===== src/design/pn_pkg.sv =====
`timescale 1ns / 1ps

package pn_pkg;

  localparam int MAX_PATH_LEN_DEF = 256;
  localparam int STACK_DEPTH_DEF  = 128;

  localparam logic KEEP_ROOT_RST = 1'b1;
  localparam logic REG_KEEP_ROOT = 1'b0;

  localparam logic [1:0] KIND_EMPTY = 2'd0;
  localparam logic [1:0] KIND_DOT1  = 2'd1;
  localparam logic [1:0] KIND_DOT2  = 2'd2;
  localparam logic [1:0] KIND_OTHER = 2'd3;

  localparam logic [7:0] CHAR_SLASH  = 8'h2F;
  localparam logic [7:0] CHAR_BSLASH = 8'h5C;
  localparam logic [7:0] CHAR_DOT    = 8'h2E;
  localparam logic [7:0] CHAR_NUL    = 8'h00;

  typedef struct packed {
    logic feed;
    logic finish;
    logic issue;
    logic clear;
  } pn_cmd_t;

  typedef struct packed {
    logic rd_free;
    logic last_chunk;
  } pn_status_t;

endpackage


===== src/design/pn_ctrl.sv =====
`timescale 1ns / 1ps

module pn_ctrl (
  input  logic              clk,
  input  logic              rst,
  input  logic              s_tvalid,
  input  logic              s_tlast,
  output logic              s_tready,
  input  pn_pkg::pn_status_t stat,
  output pn_pkg::pn_cmd_t    cmd
);

  localparam logic [1:0] ST_IDLE   = 2'd0;
  localparam logic [1:0] ST_FINISH = 2'd1;
  localparam logic [1:0] ST_EMIT   = 2'd2;

  logic [1:0] state;
  logic [1:0] state_next;

  always_comb begin
    state_next = state;
    cmd        = '0;
    s_tready   = 1'b0;
    unique case (state)
      ST_IDLE: begin
        s_tready = 1'b1;
        if (s_tvalid) begin
          cmd.feed = 1'b1;
          if (s_tlast) begin
            state_next = ST_FINISH;
          end
        end
      end
      ST_FINISH: begin
        cmd.finish = 1'b1;
        state_next = ST_EMIT;
      end
      ST_EMIT: begin
        if (stat.rd_free) begin
          cmd.issue = 1'b1;
          if (stat.last_chunk) begin
            cmd.clear  = 1'b1;
            state_next = ST_IDLE;
          end
        end
      end
      default: begin
        state_next = ST_IDLE;
      end
    endcase
  end

  always_ff @(posedge clk) begin
    if (rst) begin
      state <= ST_IDLE;
    end else begin
      state <= state_next;
    end
  end

endmodule


===== src/design/pn_datapath.sv =====
`timescale 1ns / 1ps

module pn_datapath #(
  parameter int MAX_PATH_LEN = pn_pkg::MAX_PATH_LEN_DEF,
  parameter int STACK_DEPTH  = pn_pkg::STACK_DEPTH_DEF,
  localparam int LEN_W = $clog2(MAX_PATH_LEN + 1)
) (
  input  logic               clk,
  input  logic               rst,
  input  logic               keep_root,
  input  logic [7:0]         char_in,
  input  pn_pkg::pn_cmd_t    cmd,
  output pn_pkg::pn_status_t stat,
  input  logic               out_ready,
  output logic               out_valid,
  output logic [63:0]        chunk,
  output logic [3:0]         chunk_bytes,
  output logic [LEN_W-1:0]   path_length,
  output logic               status,
  output logic               last_out
);

  localparam int NUM_WORDS = (MAX_PATH_LEN + 7) / 8;
  localparam int AW        = (NUM_WORDS > 1) ? $clog2(NUM_WORDS) : 1;
  localparam int OFW       = $clog2(MAX_PATH_LEN);
  localparam int SPW       = $clog2(STACK_DEPTH + 1);
  localparam int SIW       = $clog2(STACK_DEPTH);
  localparam logic [LEN_W-1:0] MAX_LEN  = LEN_W'(MAX_PATH_LEN);
  localparam logic [SPW-1:0]   MAX_DEPTH = SPW'(STACK_DEPTH);

  // per-path state
  logic [LEN_W-1:0] wp, wp_next;
  logic [LEN_W-1:0] count, count_next;
  logic [LEN_W-1:0] comp_start, comp_start_next;
  logic [SPW-1:0]   sp, sp_next;
  logic [1:0]       kind, kind_next;
  logic             started, started_next;
  logic             ended, ended_next;
  logic             error, error_next;
  logic [OFW-1:0]   top;

  logic [63:0]      buf_mem [NUM_WORDS];
  logic [OFW-1:0]   stack_mem [STACK_DEPTH];

  logic             do_put, do_write, do_push, do_pop, fin, fin_sep, is_sep;
  logic [7:0]       put_char;

  // chunk read side
  logic [AW-1:0]    k;
  logic [LEN_W-1:0] len, base, rem;
  logic [3:0]       cnt;
  logic             last_chunk;
  logic [63:0]      rd_word;
  logic             s1_valid, s1_status, s1_last, advance;
  logic [3:0]       s1_cnt;
  logic [LEN_W-1:0] s1_len;
  logic [63:0]      mask;

  assign is_sep = (char_in == pn_pkg::CHAR_SLASH) || (char_in == pn_pkg::CHAR_BSLASH);

  always_comb begin
    wp_next         = wp;
    count_next      = count;
    comp_start_next = comp_start;
    sp_next         = sp;
    kind_next       = kind;
    started_next    = started;
    ended_next      = ended;
    error_next      = error;
    do_put          = 1'b0;
    do_write        = 1'b0;
    do_push         = 1'b0;
    do_pop          = 1'b0;
    fin             = 1'b0;
    fin_sep         = 1'b0;
    put_char        = char_in;
    if (cmd.clear) begin
      wp_next         = '0;
      count_next      = '0;
      comp_start_next = '0;
      sp_next         = '0;
      kind_next       = pn_pkg::KIND_EMPTY;
      started_next    = 1'b0;
      ended_next      = 1'b0;
      error_next      = 1'b0;
    end else begin
      if (cmd.feed && !ended && !error) begin
        if (char_in == pn_pkg::CHAR_NUL) begin
          ended_next = 1'b1;
        end else if (count >= MAX_LEN) begin
          error_next = 1'b1;
        end else begin
          count_next   = count + LEN_W'(1);
          started_next = 1'b1;
          if (is_sep) begin
            if (kind != pn_pkg::KIND_EMPTY) begin
              fin     = 1'b1;
              fin_sep = 1'b1;
            end else if (!started && keep_root) begin
              do_put   = 1'b1;
              put_char = pn_pkg::CHAR_SLASH;
            end
          end else begin
            if (kind == pn_pkg::KIND_EMPTY) begin
              comp_start_next = wp;
            end
            do_put = 1'b1;
            if (char_in == pn_pkg::CHAR_DOT && kind == pn_pkg::KIND_EMPTY) begin
              kind_next = pn_pkg::KIND_DOT1;
            end else if (char_in == pn_pkg::CHAR_DOT && kind == pn_pkg::KIND_DOT1) begin
              kind_next = pn_pkg::KIND_DOT2;
            end else begin
              kind_next = pn_pkg::KIND_OTHER;
            end
          end
        end
      end else if (cmd.finish && !error) begin
        fin = 1'b1;
      end
      // close the current component
      if (fin) begin
        kind_next = pn_pkg::KIND_EMPTY;
        if (kind == pn_pkg::KIND_DOT2) begin
          if (sp != '0) begin
            do_pop = 1'b1;
          end else if (fin_sep) begin
            do_put   = 1'b1;
            put_char = pn_pkg::CHAR_SLASH;
          end
        end else if (kind != pn_pkg::KIND_EMPTY) begin
          if (sp >= MAX_DEPTH) begin
            error_next = 1'b1;
          end else begin
            do_push = 1'b1;
            if (fin_sep) begin
              do_put   = 1'b1;
              put_char = pn_pkg::CHAR_SLASH;
            end
          end
        end
      end
      if (do_pop) begin
        sp_next = sp - SPW'(1);
        wp_next = LEN_W'(top);
      end
      if (do_push) begin
        sp_next = sp + SPW'(1);
      end
      if (do_put) begin
        if (wp >= MAX_LEN) begin
          error_next = 1'b1;
        end else begin
          do_write = 1'b1;
          wp_next  = wp + LEN_W'(1);
        end
      end
    end
  end

  always_ff @(posedge clk) begin
    if (rst) begin
      wp         <= '0;
      count      <= '0;
      comp_start <= '0;
      sp         <= '0;
      kind       <= pn_pkg::KIND_EMPTY;
      started    <= 1'b0;
      ended      <= 1'b0;
      error      <= 1'b0;
    end else begin
      wp         <= wp_next;
      count      <= count_next;
      comp_start <= comp_start_next;
      sp         <= sp_next;
      kind       <= kind_next;
      started    <= started_next;
      ended      <= ended_next;
      error      <= error_next;
    end
  end

  // offset stack, top of stack kept in a register
  always_ff @(posedge clk) begin
    if (do_push) begin
      stack_mem[sp[SIW-1:0]] <= comp_start[OFW-1:0];
      top                    <= comp_start[OFW-1:0];
    end else if (do_pop) begin
      top <= stack_mem[SIW'(sp - SPW'(2))];
    end
  end

  // path buffer, one 64-bit word per chunk
  always_ff @(posedge clk) begin
    if (do_write) begin
      buf_mem[wp[3 +: AW]][{wp[2:0], 3'b000} +: 8] <= put_char;
    end
    if (cmd.issue) begin
      rd_word <= buf_mem[k];
    end
  end

  assign len        = error ? '0 : wp;
  assign base       = LEN_W'({k, 3'b000});
  assign rem        = len - base;
  assign last_chunk = (rem <= LEN_W'(8));
  assign cnt        = last_chunk ? rem[3:0] : 4'd8;
  assign advance    = s1_valid && (!out_valid || out_ready);

  assign stat.rd_free    = !s1_valid || advance;
  assign stat.last_chunk = last_chunk;

  always_ff @(posedge clk) begin
    if (rst) begin
      k <= '0;
    end else if (cmd.clear) begin
      k <= '0;
    end else if (cmd.issue) begin
      k <= k + AW'(1);
    end
  end

  always_ff @(posedge clk) begin
    if (cmd.issue) begin
      s1_cnt    <= cnt;
      s1_len    <= len;
      s1_status <= error;
      s1_last   <= last_chunk;
    end
  end

  always_comb begin
    for (int i = 0; i < 8; i++) begin
      mask[i*8 +: 8] = (4'(i) < s1_cnt) ? 8'hFF : 8'h00;
    end
  end

  always_ff @(posedge clk) begin
    if (rst) begin
      s1_valid  <= 1'b0;
      out_valid <= 1'b0;
    end else begin
      if (cmd.issue) begin
        s1_valid <= 1'b1;
      end else if (advance) begin
        s1_valid <= 1'b0;
      end
      if (advance) begin
        out_valid <= 1'b1;
      end else if (out_ready) begin
        out_valid <= 1'b0;
      end
    end
  end

  always_ff @(posedge clk) begin
    if (advance) begin
      chunk       <= rd_word & mask;
      chunk_bytes <= s1_cnt;
      path_length <= s1_len;
      status      <= s1_status;
      last_out    <= s1_last;
    end
  end

endmodule


===== src/design/path_normalizer.sv =====
`timescale 1ns / 1ps

// Lexical path normalizer. A path streams in one byte per request with tlast on the
// final byte; the block folds separator runs to one '/', keeps or drops the leading
// root per keep_root, resolves ".." against a stack of component offsets, and stops
// at a zero byte. After the final byte a finish state closes the last component,
// then the result leaves as ceil(length/8) chunks (at least one), one per cycle
// unless the output stalls, from the word-wide read port of the path buffer via a
// read register and an output register. Input is held off from the final byte
// until the last chunk has been read from the buffer. Too long input or stack
// overflow gives status 1 and length 0 in a single empty chunk.
module path_normalizer #(
  parameter int MAX_PATH_LEN = pn_pkg::MAX_PATH_LEN_DEF,
  parameter int STACK_DEPTH  = pn_pkg::STACK_DEPTH_DEF,
  localparam int LEN_W   = $clog2(MAX_PATH_LEN + 1),
  localparam int TDATA_W = ((64 + 4 + LEN_W + 1 + 7) / 8) * 8
) (
  input  logic               clk,
  input  logic               rst,
  input  logic               s_tvalid,
  output logic               s_tready,
  input  logic [7:0]         s_tdata,   // char_in
  input  logic               s_tlast,
  output logic               m_tvalid,
  input  logic               m_tready,
  output logic [TDATA_W-1:0] m_tdata,   // chunk, chunk_bytes, path_length, status
  output logic               m_tlast,
  input  logic               psel,
  input  logic               penable,
  input  logic               pwrite,
  input  logic [2:0]         paddr,
  input  logic [31:0]        pwdata,
  output logic [31:0]        prdata,
  output logic               pready
);

  logic               keep_root;
  logic               cfg_hit;
  pn_pkg::pn_cmd_t    cmd;
  pn_pkg::pn_status_t stat;
  logic [63:0]        chunk;
  logic [3:0]         chunk_bytes;
  logic [LEN_W-1:0]   path_length;
  logic               status;

  assign pready  = 1'b1;
  assign cfg_hit = (paddr[2] == pn_pkg::REG_KEEP_ROOT);
  assign prdata  = cfg_hit ? {31'b0, keep_root} : 32'b0;

  always_ff @(posedge clk) begin
    if (rst) begin
      keep_root <= pn_pkg::KEEP_ROOT_RST;
    end else if (psel && penable && pwrite && pready && cfg_hit) begin
      keep_root <= pwdata[0];
    end
  end

  pn_ctrl u_ctrl (
    .clk      (clk),
    .rst      (rst),
    .s_tvalid (s_tvalid),
    .s_tlast  (s_tlast),
    .s_tready (s_tready),
    .stat     (stat),
    .cmd      (cmd)
  );

  pn_datapath #(
    .MAX_PATH_LEN (MAX_PATH_LEN),
    .STACK_DEPTH  (STACK_DEPTH)
  ) u_datapath (
    .clk         (clk),
    .rst         (rst),
    .keep_root   (keep_root),
    .char_in     (s_tdata),
    .cmd         (cmd),
    .stat        (stat),
    .out_ready   (m_tready),
    .out_valid   (m_tvalid),
    .chunk       (chunk),
    .chunk_bytes (chunk_bytes),
    .path_length (path_length),
    .status      (status),
    .last_out    (m_tlast)
  );

  assign m_tdata = TDATA_W'({status, path_length, chunk_bytes, chunk});

endmodule


===== config.mk =====
export PLATFORM = sky130hd
export DESIGN_NAME = path_normalizer
export DESIGN_NICKNAME = d
export VERILOG_FILES = /design/src/design/pn_pkg.sv /design/src/design/pn_ctrl.sv /design/src/design/pn_datapath.sv /design/src/design/path_normalizer.sv
export SDC_FILE = /design/constraint.sdc
export NUM_CORES = 2
export LEC_CHECK = 0
export BUFFER_PORTS_ARGS = -buffer_cell sky130_fd_sc_hd__buf_2
export CAP_MARGIN = 10
export CORE_ASPECT_RATIO = 0.7
export CORE_UTILIZATION = 45
export CTS_CLUSTER_SIZE = 30
export DETAILED_ROUTE_END_ITERATION = 8
export HOLD_SLACK_MARGIN = 0.02
export PLACE_DENSITY_LB_ADDON = 0.08
export SETUP_SLACK_MARGIN = 0.2
export SYNTH_ARGS = -nofsm -noshare
export SYNTH_HDL_FRONTEND = slang
export SYNTH_SLANG_ARGS = --single-unit

===== constraint.sdc =====
create_clock -name clk -period 14.8 [get_ports clk]
set_clock_uncertainty 0.05 [all_clocks]
set_input_delay 2.96 -clock clk [delete_from_list [all_inputs] [get_ports clk]]
set_output_delay 2.96 -clock clk [all_outputs]
set_load 0.005 [all_outputs]

==> summary.md <==
| Metric | Value |
|---|---|
| Outcome | finished clean |
| GRT Util Overall | 22.9% |
| CP arrival | 3.29 ns |
| Die Span X | 638 µm |
| F_max | 159 MHz |
| Max-slew headroom | 15.4% |
| Crit-path max FO | 2 |
| Worst Slack Setup Final | 8.50 ns |
| WS Path Type | primary input to output pin |
| Vias | 59600 |
| Max VDD drop | 0.0824 mV |
| RR Endpoint | u_datapath.rd_word[20]$_DFFE_PP_ |
| Mapped Avg Cell Area | 21.8 µm² |
| MaxCap Viol Count | 0 |
| Worst r2r src | u_datapath.k[1]$_SDFFE_PP0P_ |
| Initial drt markers | 7007 |
| CTS Sinks | 3287 |
| Yosys warns | 0 |
| Worst min path class | flip-flop to flip-flop |
| Final setup vio count | 0 |
| Hold Path Sink | u_datapath.last_out$_DFFE_PP_ |
| DRC errors left | 0 |
| GP Congestion | 0.807 |
| CTS Hold Bufs | 0 |
| Final slew viol count | 0 |
| Post-synth top flop | edfxtp_1 |
| CP Capture Type | output pin |
| Die H | 447 µm |
| Startpoint class of the critical path | primary input |
| CTS root buf | clkbuf_16 |
| Number of nets with antenna violations after routing | 0 |
| #FFs+latches synth | 3287 |
| TritonCTS Buffers | 323 |
| Max clock buf depth | 4 |
| Largest net degree at the start of global routing | 145 |
| Final period util | 42.5% |
| Area grow syn2layout | 12.1% |
| Worst-Skew Late Latency | 0.88 ns |
| Setup TNS | 0 ns |
| R2R cell count | 7 |
| Global route total overflow | 0 |
| CTS tree | yes |
| Placement Setup Slack | 7.76 ns |
| Hold Vio Cnt, Final | 0 |
| R2r setup slk | 9.82 ns |
| Syn Inst Count | 5845 |
| Worst-Margin Slew | 1.27 ns |
| Core Area | 0.282 mm² |
| DP HPWL | 197000 µm |
| Synth cell types | 77 |
| Synth Cell Area | 0.127 mm² |
| Fin crit period | 6.30 ns |
| DR pass1 iterations | 6 |
| # fillers | 22400 |
| RSZ-0062 raised after global routing | no |
| EDFF count, synth | 3238 |
| Hold_sp | u_datapath.s1_last$_DFFE_PP_ |
| Via/cell ratio | 5.87 |
| CTS-repair resized insts | 0 |
| Die ar. | 0.285 mm² |
| Ratio of cells with drive above 1 in the final layout | 27.5% |
| DRT Wirelength | 328000 µm |
| PwrDens | 130 mW/mm² |
| Initial antenna violation count | 37 |
| Starting Density | 45.2% |
| FP Rows | 163 |
| Register area share after synthesis | 77.1% |
| Port Buffer Count | 99 |
| CP required | 11.79 ns |
| Cells on Worst Hold Path | 0 |
| CTS HTree Levels | 5 |
| # IOs | 167 |
| Routed len/inst | 32.2 µm |
| Buffer count from post-CTS setup fixing | 0 |
| First-pass GRT wire length | 459000 µm |
| Ys async rst share | 0% |
| Vias in the first global route | 59500 |
| Lkg Pwr | 45.3 nW |
| Clock slew at reported path FFs | 0.06 ns |
| Fin nets | 6192 |
cell families after synthesis:
kind of cell | share of synthesized area [%]
AO/OA/AOI/OAI | 0.620
XOR/XNOR | 0.179
adder cells (fa/ha/maj) | 0.247
buffers and inverters | 1.30
flip-flops | 77.1
multiplexers | 17.0
other | 0.00589
AND/OR/NAND/NOR | 3.64
per-layer routing:
metal  vias to the layer above  track usage (%)  share of wire, %  routed length [µm]
met5                         -                0            0.0082                  27
met4                         4             5.15               2.1                6840
met3                       389             5.45               8.3               27300
met2                      2186             33.3                44              145000
met1                     32400             35.3                45              148000
li1                      24700                -                 -                   -
state kept, by name (all words and copies together), names as in the netlist, 9 cells and up:
signal                  cells
u_datapath.buf_mem       2048
u_datapath.chunk           64
u_datapath.count            9
u_datapath.path_length      9
u_datapath.rd_word         64
u_datapath.s1_len           9
u_datapath.stack_mem     1024
u_datapath.wp               9
worst max path at each step:
stage | start | endpoint | slack, ns
2_1_floorplan | m_tready | u_datapath.count[0]$_SDFFE_PP0P_ | 6.96
3_3_place_gp | s_tdata[3] | u_datapath.buf_mem[17][63]$_DFFE_PP_ | 7.86
3_5_place_dp | s_tdata[3] | u_datapath.buf_mem[23][7]$_DFFE_PP_ | 7.76
4_1_cts | paddr[2] | prdata[0] | 8.49
5_1_grt | paddr[2] | prdata[0] | 8.47
6_report | paddr[2] | prdata[0] | 8.50
cells in the mapped netlist (8+ instances only):
| cell type | n | area, µm² |
|---|---|---|
| and3_1 | 13 | 81.3 |
| nand2b_1 | 8 | 50.1 |
| o21ai_0 | 20 | 100 |
| nand2_1 | 312 | 1170 |
| clkbuf_1 | 188 | 706 |
| and2_1 | 45 | 282 |
| edfxtp_1 | 3238 | 97200 |
| a21oi_1 | 38 | 190 |
| nand3_1 | 32 | 160 |
| dfxtp_1 | 49 | 981 |
| buf_1 | 44 | 165 |
| mux2i_1 | 17 | 170 |
| o22ai_1 | 11 | 68.8 |
| ha_1 | 22 | 275 |
| nand4_1 | 17 | 106 |
| buf_2 | 41 | 205 |
| nor2_1 | 515 | 1930 |
| xor2_1 | 9 | 78.8 |
| xnor2_1 | 17 | 149 |
| nor2b_1 | 56 | 350 |
| inv_1 | 25 | 93.8 |
| buf_6 | 11 | 124 |
| mux4_2 | 947 | 21300 |
| nor3_1 | 16 | 80.1 |
| buf_4 | 47 | 353 |
| nor4_1 | 8 | 50.1 |
through the flow:
| step | hold slack (ns) | cell area [µm²] | util (%) | power (mW) | instances |
|---|---|---|---|---|---|
| final | 0.378 | 143000 | 50.7 | 18.5 | 10200 |
| after global routing | 0.381 | 143000 | 50.7 | 19.1 | 10200 |
| after CTS | 0.379 | 143000 | 50.6 | 18.7 | 10100 |
| after detailed placement | 0.378 | 133000 | 47.1 | 10.8 | 9580 |
| after global placement | 0.354 | 133000 | 47.1 | 10.8 | 9580 |
| after floorplan | 0.350 | 128000 | - | 10.7 | 5877 |
where the power goes:
| part | internal [mW] | leakage (nW) | switching, mW |
|---|---|---|---|
| registers | 10.1 | 31.7 | 0.0190 |
| logic | 0.170 | 8.80 | 0.305 |
| clock network | 4.44 | 4.85 | 3.45 |
worst max-delay path, cell delays in order:
cell and delay (ns):
buf_2 0.11, nor2b_1 0.10, buf_2 0.12
cells in the final DEF (no fill, tap or decap), drive strengths merged, types with 31 or more instances in the layout:
cell type	n
clkbuf	411
and2	45
mux4	951
inv	31
a21oi	38
nor2b	56
nand3	32
nor2	523
clkinv	127
conb	34
nand2	316
edfxtp	3238
buf	246
dfxtp	49
final cells by class:
class                   count  area, µm²  share of cell area, %
flip-flops and latches   3287      98300                   68.8
multi-input cells        2232      28000                   19.6
repair buffers            246       1800                   1.26
diodes                      9       22.5                 0.0158
inverters                  27        110                 0.0771
clock inverters           153       1170                  0.823
well taps                3795       4750                   3.32
clock buffers             411       8710                   6.10
No activity file was read; power rests on OpenSTA's default activity.
